`config.mk`:
```
export PLATFORM = sky130hd
export DESIGN_NAME = status_packet_deframer
export DESIGN_NICKNAME = d
export VERILOG_FILES = /design/src/hdl/spd_pkg.sv /design/src/hdl/status_packet_deframer.sv /design/src/hdl/spd_parser.sv /design/src/hdl/spd_out_queue.sv
export SDC_FILE = /design/constraint.sdc
export NUM_CORES = 1
export LEC_CHECK = 0
export ABC_CLOCK_PERIOD_IN_PS = 6300
export BUFFER_PORTS_ARGS = -buffer_cell sky130_fd_sc_hd__buf_2
export CORE_UTILIZATION = 40
export DETAILED_ROUTE_END_ITERATION = 6
export PLACE_DENSITY_LB_ADDON = 0.2
export SYNTH_ARGS = -nofsm -noshare
export SYNTH_HDL_FRONTEND = slang
export SYNTH_SLANG_ARGS = --single-unit
```
`constraint.sdc`:
```
create_clock -name clock -period 6.3 [get_ports clock]
set_input_delay 1.26 -clock clock [delete_from_list [all_inputs] [get_ports clock]]
set_output_delay 1.26 -clock clock [all_outputs]
set_load 0.005 [all_outputs]
```
`src/hdl/spd_pkg.sv`:
```
`timescale 1ns / 1ps
// ----------------------------------------------------------------------------
// spd_pkg
// Shared types and constants of the status packet deframer.
// ----------------------------------------------------------------------------
package spd_pkg;

   localparam int TICK_WIDTH_DEFAULT = 16;
   localparam int TIMEOUT_W          = 16;
   localparam int CSR_INDEX_W        = 2;
   localparam int CSR_DATA_W         = 16;

   localparam logic [7:0] HEADER_BYTE = 8'hFF;

   localparam logic [6:0]  ERROR_MASK_RESET    = 7'd127;
   localparam logic [15:0] TIMEOUT_TICKS_RESET = 16'd100;
   localparam logic [7:0]  MAX_ID_RESET        = 8'd253;
   localparam logic [7:0]  MAX_LENGTH_RESET    = 8'd150;

   typedef enum logic [1:0] {
      OP_START = 2'd0,
      OP_BYTE  = 2'd1,
      OP_TICK  = 2'd2,
      OP_NONE  = 2'd3
   } op_type;

   typedef enum logic [CSR_INDEX_W-1:0] {
      REG_ERROR_MASK    = 2'd0,
      REG_TIMEOUT_TICKS = 2'd1,
      REG_MAX_ID        = 2'd2,
      REG_MAX_LENGTH    = 2'd3
   } reg_index_type;

   localparam logic [3:0] ST_OK          = 4'd0;
   localparam logic [3:0] ST_BAD_HEADER  = 4'd1;
   localparam logic [3:0] ST_CHECKSUM    = 4'd2;
   localparam logic [3:0] ST_TIMEOUT     = 4'd3;
   localparam logic [3:0] ST_DEVICE_BASE = 4'd4;

   typedef struct packed {
      logic [1:0] operation;
      logic [7:0] rx_byte;
   } req_type;

   typedef struct packed {
      logic       kind;
      logic [7:0] data_byte;
      logic [7:0] byte_index;
      logic [7:0] packet_id;
      logic [3:0] status;
      logic       last;
   } rsp_type;

   typedef struct packed {
      logic [6:0]  error_mask;
      logic [15:0] timeout_ticks;
      logic [7:0]  max_id;
      logic [7:0]  max_length;
   } cfg_type;

endpackage

```
`src/hdl/status_packet_deframer.sv`:
```
`timescale 1ns / 1ps
// ----------------------------------------------------------------------------
// status_packet_deframer
// Servo bus status packet parser with per-byte parameter output and status.
// ----------------------------------------------------------------------------
// a result is computed combinationally from the accepted request and registered in the result queue, which drives rsp
// throughput: one request per cycle while the result queue has room; the packet state updates in one pass
// a two-entry result queue keeps req_ready high while one result waits
// reset (synchronous): parser idle and not armed, queue empty,
// registers back to error_mask 127, timeout_ticks 100, max_id 253, max_length 150
module status_packet_deframer
   import spd_pkg::*;
#(
   parameter int TICK_WIDTH = TICK_WIDTH_DEFAULT
) (
   input  logic                   clock,
   input  logic                   reset,
   input  logic                   req_valid,
   output logic                   req_ready,
   input  req_type                req_data,
   output logic                   rsp_valid,
   input  logic                   rsp_ready,
   output rsp_type                rsp_data,
   input  logic                   csr_valid,
   output logic                   csr_ready,
   input  logic [CSR_INDEX_W-1:0] csr_index,
   input  logic [CSR_DATA_W-1:0]  csr_data
);

   cfg_type cfg_ff, cfg_in;
   logic    req_take;
   logic    res_valid;
   rsp_type res_data;
   logic    has_room;

   assign csr_ready = 1'b1;
   assign req_ready = has_room;
   assign req_take  = req_valid && has_room;

   always_comb begin
      cfg_in = cfg_ff;
      if (csr_valid) begin
         case (reg_index_type'(csr_index))
            REG_ERROR_MASK:    cfg_in.error_mask    = csr_data[6:0];
            REG_TIMEOUT_TICKS: cfg_in.timeout_ticks = csr_data[15:0];
            REG_MAX_ID:        cfg_in.max_id        = csr_data[7:0];
            REG_MAX_LENGTH:    cfg_in.max_length    = csr_data[7:0];
            default:           cfg_in = cfg_ff;
         endcase
      end
   end

   always_ff @(posedge clock) begin
      if (reset) begin
         cfg_ff.error_mask    <= ERROR_MASK_RESET;
         cfg_ff.timeout_ticks <= TIMEOUT_TICKS_RESET;
         cfg_ff.max_id        <= MAX_ID_RESET;
         cfg_ff.max_length    <= MAX_LENGTH_RESET;
      end else begin
         cfg_ff <= cfg_in;
      end
   end

   spd_parser #(
      .TICK_WIDTH(TICK_WIDTH)
   ) u_parser (
      .clock    (clock),
      .reset    (reset),
      .cfg      (cfg_ff),
      .req_take (req_take),
      .req_data (req_data),
      .res_valid(res_valid),
      .res_data (res_data)
   );

   spd_out_queue u_out_queue (
      .clock    (clock),
      .reset    (reset),
      .push     (res_valid),
      .push_data(res_data),
      .has_room (has_room),
      .rsp_valid(rsp_valid),
      .rsp_ready(rsp_ready),
      .rsp_data (rsp_data)
   );

endmodule

```
`src/hdl/spd_parser.sv`:
```
`timescale 1ns / 1ps
// ----------------------------------------------------------------------------
// spd_parser
// Packet state machine: one request per cycle, at most one result per request.
// ----------------------------------------------------------------------------
module spd_parser
   import spd_pkg::*;
#(
   parameter int TICK_WIDTH = TICK_WIDTH_DEFAULT
) (
   input  logic    clock,
   input  logic    reset,
   input  cfg_type cfg,
   input  logic    req_take,
   input  req_type req_data,
   output logic    res_valid,
   output rsp_type res_data
);

   localparam int CMP_W = (TICK_WIDTH > TIMEOUT_W) ? TICK_WIDTH : TIMEOUT_W;

   typedef enum logic [2:0] {
      PH_IDLE, PH_HDR0, PH_HDR1, PH_ID, PH_LEN, PH_ERR, PH_PARAM, PH_CHK
   } phase_type;

   phase_type             phase_ff, phase_in;
   logic [7:0]            device_id_ff, device_id_in;
   logic [7:0]            length_left_ff, length_left_in;
   logic [7:0]            param_count_ff, param_count_in;
   logic [7:0]            running_sum_ff, running_sum_in;
   logic [6:0]            device_error_ff, device_error_in;
   logic [TICK_WIDTH-1:0] tick_count_ff, tick_count_in;

   logic [7:0]            b;
   logic [6:0]            hits;
   logic [3:0]            err_status;
   logic                  err_hit;

   assign b    = req_data.rx_byte;
   assign hits = device_error_ff & cfg.error_mask;

   // lowest masked device error bit wins
   always_comb begin
      err_hit    = 1'b0;
      err_status = ST_OK;
      for (int i = 6; i >= 0; i--) begin
         if (hits[i]) begin
            err_hit    = 1'b1;
            err_status = ST_DEVICE_BASE + 4'(i);
         end
      end
   end

   always_comb begin
      phase_in        = phase_ff;
      device_id_in    = device_id_ff;
      length_left_in  = length_left_ff;
      param_count_in  = param_count_ff;
      running_sum_in  = running_sum_ff;
      device_error_in = device_error_ff;
      tick_count_in   = tick_count_ff;
      res_valid       = 1'b0;
      res_data.kind       = 1'b1;
      res_data.data_byte  = 8'd0;
      res_data.byte_index = 8'd0;
      res_data.packet_id  = device_id_ff;
      res_data.status     = ST_OK;
      res_data.last       = 1'b1;

      if (req_take) begin
         if (req_data.operation == OP_START) begin
            phase_in        = PH_HDR0;
            device_id_in    = 8'd0;
            length_left_in  = 8'd0;
            param_count_in  = 8'd0;
            running_sum_in  = 8'd0;
            device_error_in = 7'd0;
            tick_count_in   = '0;
         end else if (phase_ff != PH_IDLE) begin
            if (req_data.operation == OP_TICK) begin
               if (tick_count_ff != {TICK_WIDTH{1'b1}}) begin
                  tick_count_in = tick_count_ff + 1'b1;
               end
               if (CMP_W'(tick_count_in) > CMP_W'(cfg.timeout_ticks)) begin
                  res_valid       = 1'b1;
                  res_data.status = ST_TIMEOUT;
                  phase_in        = PH_IDLE;
               end
            end else if (req_data.operation == OP_BYTE) begin
               case (phase_ff)
                  PH_HDR0, PH_HDR1: begin
                     if (b != HEADER_BYTE) begin
                        res_valid       = 1'b1;
                        res_data.status = ST_BAD_HEADER;
                        phase_in        = PH_IDLE;
                     end else begin
                        phase_in = (phase_ff == PH_HDR0) ? PH_HDR1 : PH_ID;
                     end
                  end
                  PH_ID: begin
                     if (b > cfg.max_id) begin
                        res_valid       = 1'b1;
                        res_data.status = ST_BAD_HEADER;
                        phase_in        = PH_IDLE;
                     end else begin
                        device_id_in   = b;
                        running_sum_in = b;
                        phase_in       = PH_LEN;
                     end
                  end
                  PH_LEN: begin
                     if (b < 8'd2 || b > cfg.max_length) begin
                        res_valid       = 1'b1;
                        res_data.status = ST_BAD_HEADER;
                        phase_in        = PH_IDLE;
                     end else begin
                        running_sum_in = running_sum_ff + b;
                        length_left_in = b - 8'd2;
                        phase_in       = PH_ERR;
                     end
                  end
                  PH_ERR: begin
                     // bit 7 goes into the checksum only
                     device_error_in = b[6:0];
                     running_sum_in  = running_sum_ff + b;
                     param_count_in  = 8'd0;
                     phase_in        = (length_left_ff != 8'd0) ? PH_PARAM : PH_CHK;
                  end
                  PH_PARAM: begin
                     res_valid           = 1'b1;
                     res_data.kind       = 1'b0;
                     res_data.data_byte  = b;
                     res_data.byte_index = param_count_ff;
                     res_data.last       = 1'b0;
                     running_sum_in      = running_sum_ff + b;
                     param_count_in      = param_count_ff + 8'd1;
                     length_left_in      = length_left_ff - 8'd1;
                     if (length_left_in == 8'd0) begin
                        phase_in = PH_CHK;
                     end
                  end
                  PH_CHK: begin
                     res_valid = 1'b1;
                     phase_in  = PH_IDLE;
                     if (err_hit) begin
                        res_data.status = err_status;
                     end else if (~running_sum_ff != b) begin
                        res_data.status = ST_CHECKSUM;
                     end else begin
                        res_data.status = ST_OK;
                     end
                  end
                  default: begin
                     phase_in = phase_ff;
                  end
               endcase
            end
         end
      end
   end

   always_ff @(posedge clock) begin
      if (reset) begin
         phase_ff        <= PH_IDLE;
         device_id_ff    <= 8'd0;
         length_left_ff  <= 8'd0;
         param_count_ff  <= 8'd0;
         running_sum_ff  <= 8'd0;
         device_error_ff <= 7'd0;
         tick_count_ff   <= '0;
      end else begin
         phase_ff        <= phase_in;
         device_id_ff    <= device_id_in;
         length_left_ff  <= length_left_in;
         param_count_ff  <= param_count_in;
         running_sum_ff  <= running_sum_in;
         device_error_ff <= device_error_in;
         tick_count_ff   <= tick_count_in;
      end
   end

endmodule

```
`src/hdl/spd_out_queue.sv`:
```
`timescale 1ns / 1ps
// ----------------------------------------------------------------------------
// spd_out_queue
// Two-entry result queue that decouples the parser from a stalled consumer.
// ----------------------------------------------------------------------------
module spd_out_queue
   import spd_pkg::*;
(
   input  logic    clock,
   input  logic    reset,
   input  logic    push,
   input  rsp_type push_data,
   output logic    has_room,
   output logic    rsp_valid,
   input  logic    rsp_ready,
   output rsp_type rsp_data
);

   rsp_type    slot_ff [2];
   logic       wr_ptr_ff, wr_ptr_in;
   logic       rd_ptr_ff, rd_ptr_in;
   logic [1:0] count_ff, count_in;
   logic       pop;

   assign pop       = (count_ff != 2'd0) && rsp_ready;
   assign has_room  = (count_ff != 2'd2);
   assign rsp_valid = (count_ff != 2'd0);
   assign rsp_data  = slot_ff[rd_ptr_ff];

   always_comb begin
      wr_ptr_in = push ? ~wr_ptr_ff : wr_ptr_ff;
      rd_ptr_in = pop ? ~rd_ptr_ff : rd_ptr_ff;
      count_in  = count_ff + {1'b0, push} - {1'b0, pop};
   end

   always_ff @(posedge clock) begin
      if (push) begin
         slot_ff[wr_ptr_ff] <= push_data;
      end
   end

   always_ff @(posedge clock) begin
      if (reset) begin
         wr_ptr_ff <= 1'b0;
         rd_ptr_ff <= 1'b0;
         count_ff  <= 2'd0;
      end else begin
         wr_ptr_ff <= wr_ptr_in;
         rd_ptr_ff <= rd_ptr_in;
         count_ff  <= count_in;
      end
   end

endmodule

```
# [Word level (Yosys, flattened, before mapping)]
# Memory sizes are Yosys's and may differ from the RTL's. A register that Yosys moved wholly into a read port is not among the register bits.
# Index checks and enable logic that the tools add are counted.
[op_classes] n_addsub=7 n_lt_le_gt_ge=4 eq_ne=22 muxes=96 bitwise=4 n_reduce_logical=33
[op_table] cell="8-bit two-way mux" n=20
[op_table] cell="16-bit two-way mux" n=8
[op_table] cell="17-bit two-way mux" n=6
[op_table] cell="4-bit two-way mux" n=9
[op_table] cell="7-bit two-way mux" n=5
[op_table] cell="8-bit case mux with 2 select lines" n=2
[op_table] cell="1-bit two-way mux" n=27
[op_table] cell="3-bit two-way mux" n=9
[op_table] cell="8-bit case mux with 3 select lines" n=1
[op_table] cell="5-bit two-way mux" n=4
[op_table] cell="3-bit case mux with 6 select lines" n=1
[op_table] cell="6-bit AND reduction" n=3
[op_table] cell="16-bit by 1-bit adder with 16-bit output (second input constant)" n=1
[op_table] cell="16-bit > comparator" n=1
[op_table] cell="8-bit > comparator" n=2
[op_table] cell="16-bit != test (second input constant)" n=1
[op_table] cell="4-bit case mux with 4 select lines" n=1
[op_table] cell="8-bit nonzero test" n=2
[op_table] cell="3-bit == test (second input constant)" n=4
[op_table] cell="2-bit nonzero test" n=6
[op_table] cell="3-bit nonzero test" n=4
[op_table] cell="5-bit AND reduction" n=2
[op_table] cell="3-bit by 2-bit != test with 1-bit output (second input constant)" n=3
[op_table] cell="8-bit by 1-bit adder with 8-bit output (second input constant)" n=1
[op_table] cell="other kinds (29)" n=43
[totals] reg_bits=101 mem_bits_rw=60 output_inout_bits=33 word_cells=181 n_memories=1
[mem_list] name="u_out_queue.slot_ff" words=2 width=30 rd=1 rd_ports_with_merged_regs=1 write_ports=1 line="spd_out_queue.sv:19" rtl="rsp_type slot_ff [2];"

# [Logic depth before layout (Yosys ltp)]
[depth] ltp_word=15 depth_mapped=21 mapped_depth_nobuf=21

# [Cells and area by module]
# A second synthesis with hierarchy kept.
[unflattened] cells_unflattened=926 hier_area_um2=8949.8
[by_module_without_submodules] mod="spd_parser" instances=1 cells_each=650 area_each_um2=4948.5 seq_area_each_um2=1161.1
[by_module_without_submodules] mod="spd_out_queue" instances=1 cells_each=116 area_each_um2=2394.8 seq_area_each_um2=1901.8
[by_module_without_submodules] mod="status_packet_deframer" instances=1 cells_each=160 area_each_um2=1606.5 seq_area_each_um2=780.7

# [Least setup slack after synthesis]
# No wires, ideal clock.
[synth_timing] path_type="register -> register" startpoint="register u_parser.tick_count_ff[0]" endpoint="memory u_out_queue.slot_ff[0][10] (netlist name), enable pin" t_arrival_ns=4.215 path_slack_ns=1.666 path_stages_with_launch=15 n_path_buf=0 synth_period_minus_slack_ns=4.634 path_cell_list="dfxtp_1 -> ha_1 -> and3_1 -> nand3_1 -> or3_1 -> and4_1 -> xor2_1 -> ha_1 -> a21oi_1 -> o221a_2 -> o21ai_0 -> a31oi_1 -> a21oi_1 -> o2111a_2 -> nor2b_1"
[synth_via] elab_chain_cells=14 word_cells_on_any_way=15 classes_between="add/sub: 1; order compare: 1; eq/ne: 1; mux: 12"
[synth_rtl] element="start: declaration" line="spd_parser.sv:32" rtl="logic [TICK_WIDTH-1:0] tick_count_ff, tick_count_in;"
[synth_rtl] element="start signal: assignment" line="spd_parser.sv:178" rtl="tick_count_ff <= tick_count_in;"
[synth_rtl] element="16-bit by 1-bit adder with 16-bit output or 16-bit != test (tied branches)" line="spd_parser.sv:82, spd_parser.sv:81"
[synth_rtl] element="16-bit two-way mux (*)" line="spd_parser.sv:81" rtl="if (tick_count_ff != {TICK_WIDTH{1'b1}}) begin"
[synth_rtl] element="16-bit two-way mux (*)" line="spd_parser.sv:80" rtl="if (req_data.operation == OP_TICK) begin"
[synth_rtl] element="16-bit two-way mux (*)" line="spd_parser.sv:79" rtl="end else if (phase_ff != PH_IDLE) begin"
[synth_rtl] element="16-bit two-way mux (*)" line="spd_parser.sv:71" rtl="if (req_data.operation == OP_START) begin"
[synth_rtl] element="16-bit two-way mux (*)" line="spd_parser.sv:70" rtl="if (req_take) begin"
[synth_rtl] element="16-bit > comparator (*)" line="spd_parser.sv:84" rtl="if (CMP_W'(tick_count_in) > CMP_W'(cfg.timeout_ticks)) begin"
[synth_rtl] element="1-bit two-way mux (*)" line="spd_parser.sv:84"
[synth_rtl] element="1-bit two-way mux (*)" line="spd_parser.sv:80"
[synth_rtl] element="1-bit two-way mux (*)" line="spd_parser.sv:79"
[synth_rtl] element="1-bit two-way mux (*)" line="spd_parser.sv:71"
[synth_rtl] element="1-bit two-way mux (*)" line="spd_parser.sv:70"
[synth_rtl] element="1-bit two-way mux (*)" line="spd_out_queue.sv:37" rtl="if (push) begin"
[synth_rtl] element="1-bit two-way mux (implied by the code) (*)" line="spd_out_queue.sv:38" rtl="slot_ff[wr_ptr_ff] <= push_data;"
[synth_rtl] element="end: declaration" line="spd_out_queue.sv:19"
# Every way passes the cells marked *; elsewhere a longest branch is shown, timed or not. The select of a mux whose other input is x is not followed.

# [Worst setup path in the final report]
[layout_timing] startpoint="register u_parser.tick_count_ff[0]" endpoint="register u_out_queue.count_ff[1]"
[layout_via] elab_chain_cells=14 word_cells_on_any_way=15 classes_between="add/sub: 3; order compare: 1; eq/ne: 1; mux: 10"
[layout_rtl] element="16-bit by 1-bit adder with 16-bit output or 16-bit != test (tied branches)" line="spd_parser.sv:82, spd_parser.sv:81"
[layout_rtl] element="16-bit two-way mux (*)" line="spd_parser.sv:81"
[layout_rtl] element="16-bit two-way mux (*)" line="spd_parser.sv:80"
[layout_rtl] element="16-bit two-way mux (*)" line="spd_parser.sv:79"
[layout_rtl] element="16-bit two-way mux (*)" line="spd_parser.sv:71"
[layout_rtl] element="16-bit two-way mux (*)" line="spd_parser.sv:70"
[layout_rtl] element="16-bit > comparator (*)" line="spd_parser.sv:84"
[layout_rtl] element="1-bit two-way mux (*)" line="spd_parser.sv:84"
[layout_rtl] element="1-bit two-way mux (*)" line="spd_parser.sv:80"
[layout_rtl] element="1-bit two-way mux (*)" line="spd_parser.sv:79"
[layout_rtl] element="1-bit two-way mux (*)" line="spd_parser.sv:71"
[layout_rtl] element="1-bit two-way mux (*)" line="spd_parser.sv:70"
[layout_rtl] element="2-bit by 1-bit adder with 2-bit output (*)" line="spd_out_queue.sv:33" rtl="count_in = count_ff + {1'b0, push} - {1'b0, pop};"
[layout_rtl] element="2-bit by 1-bit subtractor with 2-bit output (*)" line="spd_out_queue.sv:33"
[layout_rtl] element="end signal: assignment" line="spd_out_queue.sv:50" rtl="count_ff <= count_in;"
[layout_rtl] element="end: declaration" line="spd_out_queue.sv:22" rtl="logic [1:0] count_ff, count_in;"
# Marked as above.
# A chain may end at the register's enable or synchronous reset.

==> impl_metrics.ini <==
[status]
status = finished clean

[critical_path]
reg2reg_slack_ns = 1.84
cp-startpoint = u_parser.tick_count_ff[0]
worstSetupPathType = register to register
cp-end-kind = register
r2r_start = u_parser.tick_count_ff[0]
cp.required_ns = 6.58
critPathArrivalTime_ns = 4.73
worst-r2r-cell-count = 19
r2r-end = u_out_queue.count_ff[1]
crit_path_start_kind = register
cp_common_cell = ha_1
path_max_fanout = 13
crit_chain = ha_1, and3_1, nand3_1, or3_1, and4_1, xor2_1, ha_1, nand3_1, nor3_1, a31oi_1, a21oi_1, o2111a_2, inv_1, ha_1, inv_1, ha_1, xor2_1, xnor2_1, nor2_1
cpMaxStageDelayCell = or3_1
slowest_delay_ns = 0.60

[cts]
cts_buffer_depth = 2
insertion_delay_ns = 0.43
cts_buffers = 17
cts_tree = done
cts_max_level = 4
postCtsSetupBuffers = 0
holdBufCountCts = 0
clock_sink_count = 160
cts.clk_slew.worst_paths_ns = 0.07
cts_resized = 0
cts_root_buf = clkbuf_16

[synthesis]
ys_types = 66
synth_seq_cells = 160
yosysSeqAreaShare_pct = 44.7
synthArstFlopShare_pct = 0
netlist_area_sq_mm = 0.00846
synth.avg_cell_area_sq_um = 9.39
yosysWarnings = 0
synth_nets = 981
ys.flop_type = dfxtp_1
syn_inst = 901
synth_edf_count = 58

[place]
hpwl_um = 13600
gp_congestion = 0.884
portBuffers = 64
place_area_sq_mm = 0.00902

[power_and_ir_drop]
power_density_mw_per_mm2 = 250
combinationalPowerShare_pct = 11.9
cellLeakagePower_nw = 3.81
switching_share_pct = 26.1
peakVddDrop_v = 0.000174
power.share.sequential_pct = 46.1
p_sw_w = 0.000625
p_int_w = 0.00177
power_frac_clock_pct = 42.0

[sta]
min_period_ns = 4.46
period_share_pct = 70.8
final_max_slew_viol_count = 0
max_freq_mhz = 224
hold_ws_ns = 0.455
fin_skew_ns = 0.00885
tns_ns = 0
slew_headroom_pct = 24.6
finalSetupViolations = 0
rsz0062_at_grt = false
tightest_slew_ns = 1.13
hold_viol_final = 0

[drt]
drc_errors = 0
dr.pass1.iters = 5
num_vias = 6436
via_per_inst = 5.21
wl_um = 19100
drtAntennaViolNets = 0
wire_per_inst_um = 15.5
first_iter_violations = 387

[global_route]
grt.met3_usage_pct = 2.99
grt_overflow_total = 0
track_usage_pct = 18.3
busiest_layer = met2
use_met2_pct = 27.9
antenna_found_initial = 0
grt_pass1_wl_um = 31300
grt_pass1_vias = 5902
grt_start_max_net_pins = 55
met1_usage_pct = 26.1

[die]
start_util_pct = 41.3
fp.dieArea_sq_mm = 0.0217
fp-row-count = 52
die_w_um = 147
chipHeight_um = 147
core_area_sq_mm = 0.0205
io_pins = 66

[final_layout]
fillCellCount = 2009
diodes = 0
nNetsFinal = 1033
post-route-cell-area_sq_mm = 0.00960
syn_to_final_growth_pct = 13.4
post_route_cells_drive_above_1_share_pct = 16.3

[min_path]
hold_start = cfg_ff[5]
worstHoldPathType = register to register
holdPathStages = 2
hold_end = cfg_ff[5]

[run]
maxCapViolations = 0
## cell usage after synthesis (4+ instances only)
| cell type | number | share of area [%] |
|---|---|---|
| nor3_1 | 14 | 0.83 |
| nand3_1 | 27 | 1.6 |
| and2_1 | 19 | 1.4 |
| edfxtp_1 | 58 | 21 |
| and4_1 | 4 | 0.41 |
| nor4_1 | 5 | 0.37 |
| nor2_1 | 79 | 3.5 |
| or2_2 | 6 | 0.44 |
| a21o_1 | 9 | 0.80 |
| dfxtp_1 | 102 | 24 |
| or3_1 | 6 | 0.44 |
| xor2_1 | 21 | 2.2 |
| o21ai_0 | 21 | 1.2 |
| mux2i_1 | 21 | 2.5 |
| and3_1 | 10 | 0.74 |
| o31ai_1 | 8 | 0.71 |
| mux2_2 | 32 | 4.3 |
| nand3b_1 | 13 | 1.2 |
| nand2_1 | 113 | 5.0 |
| inv_1 | 51 | 2.3 |
| clkbuf_1 | 30 | 1.3 |
| nand2b_1 | 11 | 0.81 |
| a21oi_1 | 54 | 3.2 |
| nor2b_1 | 19 | 1.4 |
| a211oi_1 | 13 | 1.2 |
| buf_2 | 6 | 0.35 |
| ha_1 | 46 | 6.8 |
| a31o_2 | 4 | 0.41 |
| nor3b_1 | 6 | 0.53 |
| o21a_1 | 8 | 0.71 |
| nand4_1 | 5 | 0.37 |
| xnor2_1 | 16 | 1.7 |
| a211o_1 | 12 | 1.2 |
## power by group through the flow
| stage | Clock [W] | Sequential (W) | Combinational (W) |
|---|---|---|---|
| 5_1_grt | 0.00107 | 0.00111 | 0.000319 |
| 3_5_place_dp | 0 | 0.00113 | 0.000288 |
| 6_report | 0.00101 | 0.00110 | 0.000284 |
| 2_1_floorplan | 0 | 0.00112 | 0.000199 |
| 3_3_place_gp | 0 | 0.00113 | 0.000286 |
| 4_1_cts | 0.00103 | 0.00110 | 0.000290 |
## layout make-up
class	instances	area (sq um)	area share, %
flip-flops and latches	160	3780	39.4
clock buffers	18	429	4.47
clock inverters	14	145	1.51
well taps	270	338	3.52
inverters	51	191	1.99
multi-input cells	650	4320	45.0
repair buffers	73	388	4.04
## per-stage QoR
step	total power [W]	cells	setup slack (ns)	utilization, %
4_1_cts	0.00243	1236	1.86	46.8
3_3_place_gp	0.00141	1204	2.01	44.0
3_5_place_dp	0.00142	1204	1.89	44.0
2_1_floorplan	0.00132	901	1.67	-
6_report	0.00240	1236	1.84	46.8
5_1_grt	0.00250	1236	1.47	46.8
## cells in the final DEF, fill, tap and decap left out, types with 6 or more instances in the layout
cell type / n
and2_1: 19
a21o_1: 9
nand2_1: 113
buf_4: 9
buf_2: 64
nand3_1: 27
mux2i_1: 21
nand3b_1: 13
a211oi_1: 13
ha_1: 46
clkbuf_16: 17
a21oi_1: 54
edfxtp_1: 58
dfxtp_1: 102
nor2b_1: 18
o31ai_1: 8
nor3_1: 14
o21a_1: 8
nor2_1: 79
nand2b_1: 11
and3_1: 10
xor2_1: 21
or2_2: 6
or3_1: 6
o21ai_0: 21
inv_1: 51
nor3b_1: 6
mux2_2: 32
a211o_1: 12
xnor2_1: 16
## logic make-up (layout without fill, tap and decap cells)
| logic type | after synthesis | in the layout | synth area share (%) |
|---|---|---|---|
| AOI/OAI and AO/OA | 167 | 167 | 13.4 |
| xor gates and xnor gates | 37 | 37 | 3.83 |
| adders and majority gates | 47 | 47 | 7.04 |
| buffers and inverters | 91 | 156 | 4.21 |
| DFF | 160 | 160 | 44.7 |
| muxes | 54 | 54 | 6.92 |
| other | 1 | 1 | 0.0443 |
| and+or+nand+nor | 344 | 344 | 19.8 |
## layer usage
layer	part of all wire, %	wire length, um
met1	51	9820
met5	0	0
met3	2.7	507
met4	1.9	371
met2	44	8420
## critical path: cells and delay by family (launching register included)
| kind | cells | cell delay, ns |
|---|---|---|
| buffers and inverters | 2 | 0.12 |
| XOR/XNOR | 3 | 0.46 |
| AND/OR/NAND/NOR | 7 | 1.72 |
| adder cells (fa/ha/maj) | 4 | 0.95 |
| AO/OA/AOI/OAI | 3 | 0.64 |
| flip-flops | 1 | 0.42 |
## registers in the layout, indices dropped and copies added (netlist names), 3 cells and up, named ones only
signal and flops:
u_out_queue.slot_ff 58, cfg_ff 39, u_parser.tick_count_ff 16, u_parser.device_id_ff 8, u_parser.length_left_ff 8, u_parser.param_count_ff 8, u_parser.running_sum_ff 8, u_parser.device_error_ff 7
u_parser.phase_ff 3
## how the worst max path moves through the flow
stage,depth (start not counted),end
after floorplan,14,u_out_queue.slot_ff[0][10]
after global placement,20,u_out_queue.count_ff[1]
after detailed placement,19,u_out_queue.count_ff[1]
after CTS,19,u_out_queue.count_ff[1]
after global routing,20,u_out_queue.count_ff[1]
final,19,u_out_queue.count_ff[1]
(Power assumes the default switching activity.)
